`config.mk`:
```
export PLATFORM = sky130hd
export DESIGN_NAME = sah_ctrl
export DESIGN_NICKNAME = d
export VERILOG_FILES = /design/src/rtl/sah_pkg.sv /design/src/rtl/sah_ctrl.sv
export SDC_FILE = /design/constraint.sdc
export NUM_CORES = 1
export LEC_CHECK = 0
export ABC_CLOCK_PERIOD_IN_PS = 4500
export BUFFER_PORTS_ARGS = -buffer_cell sky130_fd_sc_hd__buf_2
export CORE_AREA = 4 4 41 43
export DETAILED_ROUTE_END_ITERATION = 16
export DIE_AREA = 0 0 45 47
export HOLD_SLACK_MARGIN = 0.06
export PLACE_DENSITY_LB_ADDON = 0.05
export SLEW_MARGIN = 20
export SYNTH_ARGS = -nofsm -noshare
export SYNTH_HDL_FRONTEND = slang
export SYNTH_SLANG_ARGS = --single-unit
```
`constraint.sdc`:
```
create_clock -name clk -period 4.5 [get_ports clk]
set_clock_uncertainty 0.15 [all_clocks]
set_input_delay 0.675 -clock clk [delete_from_list [all_inputs] [get_ports clk]]
set_output_delay 0.675 -clock clk [all_outputs]
set_load 0.05 [all_outputs]
```
`src/rtl/sah_pkg.sv`:
```
// ----------------------------------------------------------------------------
// sah_pkg
// Shared types and constants of the slot allocator: item and result
// payloads, status and action codes, register indexes and reset values,
// and the command and status groups between controller and datapath.
// ----------------------------------------------------------------------------
package sah_pkg;

    // Field widths
    localparam int SLOT_W     = 9;
    localparam int TIME_W     = 32;
    localparam int STATUS_W   = 3;
    localparam int CFG_IDX_W  = 2;
    localparam int CFG_DATA_W = 32;

    // Action codes
    localparam logic ACT_ALLOC = 1'b0;
    localparam logic ACT_FREE  = 1'b1;

    // Result status codes
    localparam logic [STATUS_W-1:0] ST_REUSED  = 3'd0;
    localparam logic [STATUS_W-1:0] ST_NEW     = 3'd1;
    localparam logic [STATUS_W-1:0] ST_FULL    = 3'd2;
    localparam logic [STATUS_W-1:0] ST_FREED   = 3'd3;
    localparam logic [STATUS_W-1:0] ST_BADFREE = 3'd4;

    // Configuration register indexes
    localparam logic [CFG_IDX_W-1:0] CFG_FIRST_SLOT  = 2'd0;
    localparam logic [CFG_IDX_W-1:0] CFG_EARLY_GRACE = 2'd1;
    localparam logic [CFG_IDX_W-1:0] CFG_HOLDOFF     = 2'd2;

    // Register reset values
    localparam int                FIRST_SLOT_RST  = 33;
    localparam logic [TIME_W-1:0] EARLY_GRACE_RST = 32'd2000;
    localparam logic [TIME_W-1:0] HOLDOFF_RST     = 32'd500;

    typedef struct packed {
        logic              action;
        logic [SLOT_W-1:0] slot_index;
        logic [TIME_W-1:0] now_ms;
    } item_t;

    typedef struct packed {
        logic [SLOT_W-1:0]   granted_slot;
        logic [STATUS_W-1:0] status;
    } result_t;

    // Controller to datapath
    typedef struct packed {
        logic clear;     // clear one free mark
        logic load;      // capture the input item
        logic do_free;   // perform a free
        logic scan;      // step the allocation scan
        logic take_hit;  // grant the slot found by the scan
        logic take_new;  // grant a fresh slot, or the last slot when full
    } sah_cmd_t;

    // Datapath to controller
    typedef struct packed {
        logic clear_last;  // clearing pass at its last slot
        logic in_free;     // offered item is a free
        logic hit;         // scan found a reusable slot
        logic drained;     // scan ran out of slots
    } sah_stat_t;

endpackage

```
`src/rtl/sah_ctrl.sv`:
```
// ----------------------------------------------------------------------------
// sah_ctrl
// Controller of the slot allocator: clearing pass after reset, item
// dispatch, free and scan sequencing.
// ----------------------------------------------------------------------------
module sah_ctrl (
    input  logic                clk,
    input  logic                rst_n,
    input  logic                start,
    input  sah_pkg::sah_stat_t  stat,
    output sah_pkg::sah_cmd_t   cmd,
    output logic                busy
);
    import sah_pkg::*;

    typedef enum logic [3:0] {
        S_CLEAR = 4'b0001,
        S_IDLE  = 4'b0010,
        S_FREE  = 4'b0100,
        S_SCAN  = 4'b1000
    } state_t;

    state_t state_reg;
    state_t state_next;

    // Sequence commands and next state
    always_comb
    begin
        cmd        = '0;
        state_next = state_reg;
        case (state_reg)
            S_CLEAR:
            begin
                cmd.clear = 1'b1;
                if (stat.clear_last)
                begin
                    state_next = S_IDLE;
                end
            end
            S_IDLE:
            begin
                if (start)
                begin
                    cmd.load   = 1'b1;
                    state_next = stat.in_free ? S_FREE : S_SCAN;
                end
            end
            S_FREE:
            begin
                cmd.do_free = 1'b1;
                state_next  = S_IDLE;
            end
            S_SCAN:
            begin
                cmd.scan = 1'b1;
                if (stat.hit)
                begin
                    cmd.take_hit = 1'b1;
                    state_next   = S_IDLE;
                end
                else if (stat.drained)
                begin
                    cmd.take_new = 1'b1;
                    state_next   = S_IDLE;
                end
            end
            default:
            begin
                state_next = S_CLEAR;
            end
        endcase
    end

    // Hold state
    always_ff @(posedge clk or negedge rst_n)
    begin
        if (!rst_n)
        begin
            state_reg <= S_CLEAR;
        end
        else
        begin
            state_reg <= state_next;
        end
    end

    assign busy = (state_reg != S_IDLE);

endmodule

```
=== Yosys cells after proc, flatten, opt, wreduce, memory -nomap -nowiden ===
Index checks and enable logic that the tools add are counted.

* Bits in registers: 4
* Input port bits: 7
* Output and inout bits: 7

* Equal/unequal tests: 8
* Multiplexer cells: 14
* Reduce and logical (&&, ||, !) cells: 1

{| class="wikitable"
|+ Operator list
! kind !! count
|-
| 4-bit two-way mux || 5
|-
| 4-bit one-hot mux with 4 select lines || 1
|-
| 1-bit two-way mux || 7
|-
| 4-bit by 1-bit == test with 1-bit output, second input constant || 1
|-
| 4-bit by 2-bit == test with 1-bit output, second input constant || 1
|-
| 4-bit by 3-bit == test with 1-bit output, second input constant || 1
|-
| 4-bit == test, second input constant || 1
|-
| 2-bit != test, second input constant || 2
|-
| 4-bit by 2-bit != test with 1-bit output, second input constant || 1
|-
| 3-bit two-way mux || 1
|-
| 3-bit != test, second input constant || 1
|-
| 3-bit AND reduction || 1
|}

=== Longest topological paths before layout ===
Gate-level depths: netlist (run 1).

* Word-level depth: 3
* Gate-level depth with buffers: 3

=== Least setup slack after synthesis (run 1) ===
No wires, ideal clock.

* Path type: flip-flop to output port
* Start: register state_reg[0]
* End: output cmd[5] (netlist name)
* Arrival time: 2170 ps
* Data required time: 3675 ps
* Path slack: 1505 ps
* Cell stages (with the launch flop): 2
* Buffers on the path: 0
* Cells stage by stage: dfstp_2 -> nor4b_1

{| class="wikitable"
|+ RTL lines
! what !! line !! RTL
|-
| start, declared || sah_ctrl.sv:23 || <nowiki>state_t state_reg;</nowiki>
|-
| start signal, assigned || sah_ctrl.sv:83 || <nowiki>state_reg <= state_next;</nowiki>
|-
| end, declared || sah_ctrl.sv:11 || <nowiki>output sah_pkg::sah_cmd_t cmd,</nowiki>
|}

==> impl_metrics.py, run 1 <==
metrics = {
    "worst_setup_path": {
        "timing_worst_setup_path_type": "flip-flop to output port",
        "worst_path_dominant_cell_family": "simple AND/OR/NAND/NOR gates",
        "worstReg2RegEnd": "state_reg[0]",
        "cp-end-kind": "output port",
        "timing.reg2reg.worst_path_depth": 3,
        "rrSetupSlack_ps": 2740,
        "critical-path-slowest-cell": "sky130_fd_sc_hd__or4b_4",
        "critical_path.max_fanout": 7,
        "cp_data_required_time_ps": 3670,
        "worstPathBufferInverterCount": 1,
        "rr_startpoint": "state_reg[2]",
        "cp_slowest_stage_delay_ps": 580,
        "crit_arrival_ps": 1730,
        "startpoint_type": "flip-flop",
        "crit_chain": "or4b_4 > nor3b_1 > buf_2",
    },
    "power": {
        "p_per_area_mw_per_mm2": 556,
        "sequentialPowerShare": 0.335,
        "switching_share": 0.447,
        "p_int_mw": 0.107,
        "power.switching_mw": 0.0868,
        "vdd_ir_drop_max_uv": 265,
        "clock_network_fraction_of_total_power": 0.241,
        "p_comb_frac": 0.423,
        "power_leakage_nw": 0.181,
    },
    "placement": {
        "io_buffers": 13,
        "gp_congestion": 0.618,
        "dp.cells": 53,
        "place_hpwl_um": 492,
    },
    "die": {
        "placeableCoreArea_mm2": 0.00130,
        "die_width_um": 45,
        "start_util": 0.184,
        "num_io_pins": 14,
        "die_y_um": 47,
        "row_count": 13,
        "die_area_mm2": 0.00212,
    },
    "sta": {
        "timing.final.crit_period_ps": 2560,
        "final-max-slew-violation-count": 0,
        "fmax_mhz": 391,
        "worst_max_slew_margin_expressed_relative_to_the_limit": 0.703,
        "layout_worst_path_cycle_share": 0.568,
        "count_of_final_setup_violators": 0,
        "worst-slew-pin-transition_ps": 439,
        "fin_worst_hold_slack_ps": 88.6,
        "setup-tns-final_ps": 0,
        "rsz_0062_raised_after_global_routing": "false",
        "timing.final.hold_violations": 0,
    },
    "global_routing": {
        "grt_remaining_overflow": 0,
        "grt_antenna_before_repair": 0,
        "grt_pass1_wl_um": 931,
        "grt_max_degree": 8,
        "grt_resource_usage_total": 0.0675,
        "grt_pass1_vias": 204,
    },
    "clock_tree": {
        "tritoncts_clock_tree": "built",
        "cts-root-buf": "sky130_fd_sc_hd__clkbuf_4",
        "clk_transition_reported_paths_ps": 40,
        "cts.repair.resized": 0,
        "cts.hold.buffers_added": 0,
        "cts_setup_buffers": 0,
        "inserted_clock_buffers": 3,
        "numClockSinks": 4,
        "clk_path_buf_depth": 2,
        "cts_htree_levels": 1,
        "worst_skew_pair.late_latency_ps": 230,
    },
    "synth": {
        "synth-seq-cells": 4,
        "synth.avg_cell_area_um2": 9.56,
        "postSynth.asyncResetShare": 1.00,
        "synthesis.area_um2": 239,
        "yosysUniqueCellTypes": 16,
        "synth_nets": 32,
        "synth_seq_area_share": 0.424,
        "yosys_warnings": 0,
        "synth_enable_flop_cells": 0,
        "netlist_instances": 25,
        "synth_flop_cell": "sky130_fd_sc_hd__dfrtp_1",
    },
    "layout": {
        "area_growth_pct": 46.1,
        "layout-drive-gt1-share": 0.452,
        "largest_register_ff_count": 4,
        "layout.cells.non_filler": 57,
        "fin_nets": 50,
        "nFillCells": 152,
        "antenna_cells_inserted": 0,
    },
    "routing": {
        "routed_via_density": 4.30,
        "post_drt_wl_per_cell_um": 10.9,
        "final_wirelength_um": 623,
        "drc": 0,
        "detail-route-antenna-nets": 0,
        "vias": 245,
        "initial_drc_count": 4,
        "drt_first_pass_iters": 3,
    },
    "hold_path": {
        "min-delay-path-class": "input pin to asynchronous set/reset pin",
    },
    "job": {
        "maxCapViolations": 0,
    },
    "status": {
        "outcome": "finished clean",
    },
}
## cells in the final DEF (no fill, tap or decap), drive strengths merged
master   n
buf     13
inv      4
clkbuf   4
nor4b    3
dfrtp    3
o21ai    2
and3     2
or4b     1
and2     1
nor3b    1
nand2    1
nor3     1
and3b    1
nor2b    1
o311ai   1
o22ai    1
or3      1
dfstp    1
## stage by stage
| step | cell area [um^2] | total power, mW | utilization | setup slack [ps] |
|---|---|---|---|---|
| 4_1_cts | 349 | 0.198 | 0.268 | 1930 |
| 2_1_floorplan | 239 | 0.124 | - | 1500 |
| 6_report | 349 | 0.194 | 0.268 | 1940 |
| 3_5_place_dp | 323 | 0.149 | 0.248 | 2190 |
| 5_1_grt | 349 | 0.208 | 0.268 | 1850 |
| 3_3_place_gp | 323 | 0.148 | 0.248 | 2220 |
## layout make-up
cell class / count / area [um^2] / area share
clock buffer: 4 / 26.3 / 0.0753
inverter: 4 / 15.0 / 0.0430
multi-input combinational: 17 / 123 / 0.351
sequential: 4 / 101 / 0.290
tap: 15 / 18.8 / 0.0538
timing repair buffer: 13 / 65.1 / 0.186
## power groups by stage
stage / registers (mW) / logic, mW / clock network, mW
after floorplan: 0.0596 / 0.0646 / 0
after global placement: 0.0641 / 0.0842 / 0
after detailed placement: 0.0655 / 0.0833 / 0
after CTS: 0.0652 / 0.0835 / 0.0497
after global routing: 0.0678 / 0.0875 / 0.0532
final: 0.0651 / 0.0821 / 0.0468
## worst max path at each step
stage            startpoint     end  slack (ps)  cells past startpoint
2_1_floorplan  state_reg[0]  cmd[5]        1500                      1
3_3_place_gp   state_reg[2]  cmd[0]        2220                      3
3_5_place_dp   state_reg[2]  cmd[0]        2190                      3
4_1_cts        state_reg[2]  cmd[0]        1930                      3
5_1_grt        state_reg[2]  cmd[0]        1850                      3
6_report       state_reg[2]  cmd[0]        1940                      3
## kinds of logic after synthesis
family,Yosys count,share of synthesized area
AOI/OAI and AO/OA,4,0.105
buffers and inverters,4,0.0628
DFF,4,0.424
and+or+nand+nor,13,0.408
## synth_stat cells (all sizes together) (2+ instances only)
library cell | number | area share
dfrtp | 3 | 0.31
inv | 4 | 0.063
nor4b | 3 | 0.11
and3 | 2 | 0.052
o21ai | 2 | 0.042
## metal layers
layer | GRT usage | vias up | part of all wire
li1 | - | 129 | -
met1 | 0.0806 | 108 | 0.45
met2 | 0.0989 | 8 | 0.46
met3 | 0.0345 | 0 | 0.093
met4 | 0.0351 | 0 | 0
met5 | 0 | - | 0
Power figures use the tool's default switching activity.
==> inputs of run 2 (changes only) <==
ABC_CLOCK_PERIOD_IN_PS = 2610   (was 4500)
clock period = 2.61 ns   (was 4.5 ns; I/O delays follow)
==> run 2 against run 1 <==
Non-clock buffer count grew 1. Clock power grew 81%. Hold slack gained 120 ps. Cell area grew 7.9%. Routed wire length grew 0.48%. Critical path depth grew 1. First-iteration DRC count shrank 75%. Total power grew 79%. Sequential cell count is the same. Highest routed layer unchanged. Sequential share of layout area shrank 2.1 points. Via count grew 2.4%. Utilization grew 2.1 points.
==> impl_metrics.py, run 2 (synthesis results as in run 1) <==
metrics = {
    "clock_tree": {
        "cts-root-buf": "sky130_fd_sc_hd__clkbuf_4",
        "clk_path_buf_depth": 2,
        "clk_transition_reported_paths_ps": 40,
        "cts_htree_levels": 1,
        "cts.hold.buffers_added": 1,
        "tritoncts_clock_tree": "built",
        "numClockSinks": 4,
        "worst_skew_pair.late_latency_ps": 240,
        "cts.repair.resized": 0,
        "cts_setup_buffers": 0,
        "inserted_clock_buffers": 3,
    },
    "job": {
        "maxCapViolations": 0,
    },
    "placement": {
        "gp_congestion": 0.672,
        "placement_setup_slack_ps": 618,
        "post_dp_cell_area_um2": 340,
        "io_buffers": 13,
        "place_hpwl_um": 530,
    },
    "die": {
        "num_io_pins": 14,
        "start_util": 0.184,
        "row_count": 13,
        "die_width_um": 45,
        "die_area_mm2": 0.00212,
        "placeableCoreArea_mm2": 0.00130,
        "die_y_um": 47,
    },
    "power": {
        "vdd_ir_drop_max_uv": 304,
        "power_leakage_nw": 0.190,
        "p_per_area_mw_per_mm2": 923,
        "finalPower_mw": 0.348,
    },
    "worst_setup_path": {
        "cp_data_required_time_ps": 2070,
        "crit_arrival_ps": 1700,
        "rr_startpoint": "state_reg[2]",
        "timing_worst_setup_path_type": "flip-flop to output port",
        "startpoint_type": "flip-flop",
        "critical_path.max_fanout": 7,
        "rrSetupSlack_ps": 850,
        "cp-end-kind": "output port",
        "worstReg2RegEnd": "state_reg[0]",
        "timing.reg2reg.worst_path_depth": 3,
    },
    "sta": {
        "fmax_mhz": 447,
        "timing.final.hold_violations": 0,
        "setup_ws_ps": 371,
        "rsz_0062_raised_after_global_routing": "false",
        "worst-slew-pin-transition_ps": 516,
        "worst_max_slew_margin_expressed_relative_to_the_limit": 0.652,
        "timing.final.crit_period_ps": 2240,
        "count_of_final_setup_violators": 0,
        "setup-tns-final_ps": 0,
        "final-max-slew-violation-count": 0,
        "layout_worst_path_cycle_share": 0.858,
    },
    "layout": {
        "antenna_cells_inserted": 0,
        "layout-drive-gt1-share": 0.512,
        "layout.cell_area.non_filler_um2": 377,
        "post-route-util": 0.289,
        "most_frequent_cells_in_the_layout": "sky130_fd_sc_hd__buf_2 (13), sky130_fd_sc_hd__inv_1 (4), sky130_fd_sc_hd__clkbuf_4 (3), sky130_fd_sc_hd__dfrtp_1 (3)",
        "area_growth_pct": 57.6,
        "fin_nets": 51,
        "layout.cells.most_common": "sky130_fd_sc_hd__buf_2",
        "largest_register_ff_count": 4,
    },
    "global_routing": {
        "grt_max_degree": 8,
        "grt_pass1_vias": 234,
        "grt_antenna_before_repair": 0,
        "grt_resource_usage_total": 0.0745,
        "grt_remaining_overflow": 0,
        "grt_pass1_wl_um": 1040,
    },
    "routing": {
        "detail-route-antenna-nets": 0,
        "drt_first_pass_iters": 2,
        "post_drt_wl_per_cell_um": 10.8,
        "routed_via_density": 4.33,
        "initial_drc_count": 1,
        "final_wirelength_um": 626,
        "vias": 251,
        "drc": 0,
    },
    "hold_path": {
        "min_path_cells": 2,
        "worstHoldEndpoint": "state_reg[3]",
        "min-delay-path-class": "input pin to flip-flop",
        "min_from": "stat[2]",
    },
    "status": {
        "outcome": "finished clean",
    },
}
[run 2: changes by cell type in the layout (fill, tap and decap cells not counted), sizes merged]
cell         delta
dlygate4sd3     +1
[run 2: report_power, final]
part	leakage (nW)	internal, mW	switching, mW
clock	0.0150	0.0575	0.0270
combinational	0.124	0.0481	0.0999
sequential	0.0511	0.0849	0.0303
[run 2: critical path, stage by stage, from the launching register on]
cell	delay (ps)
sky130_fd_sc_hd__dfrtp_1	430
sky130_fd_sc_hd__or4b_4	590
sky130_fd_sc_hd__inv_1	90
sky130_fd_sc_hd__and2_1	110
sky130_fd_sc_hd__buf_2	250
[run 2: per-stage QoR]
stage | cells | hold slack [ps]
after global routing | 58 | 216
after CTS | 58 | 204
final | 58 | 208
after global placement | 53 | 47.4
after detailed placement | 53 | 48.7
after floorplan | 25 | -54.1
[run 2: layer usage]
metal,up-vias,global-route usage,part of all wire
li1,127,-,-
met1,114,0.0826,0.44
met2,10,0.102,0.45
met3,0,0.0613,0.10
met4,0,0.0351,0
met5,-,0,0
[run 2: layout make-up]
class / count / area (um^2)
Tap cell: 15 / 18.8
Clock buffer: 4 / 26.3
Multi-Input combinational cell: 17 / 140
Fill cell: 151 / 925
Inverter: 4 / 15.0
Sequential cell: 4 / 101
Timing Repair Buffer: 14 / 75.1
[run 2: worst max path at each step]
stage / startpoint / endpoint / slack (ps) / cells past startpoint
floorplan: state_reg[2] / cmd[1] / 260 / 3
global placement: state_reg[2] / cmd[0] / 620 / 3
detailed placement: state_reg[2] / cmd[0] / 620 / 3
CTS: state_reg[2] / cmd[0] / 350 / 3
global route: state_reg[3] / cmd[4] / 210 / 4
finish: state_reg[2] / cmd[1] / 370 / 4
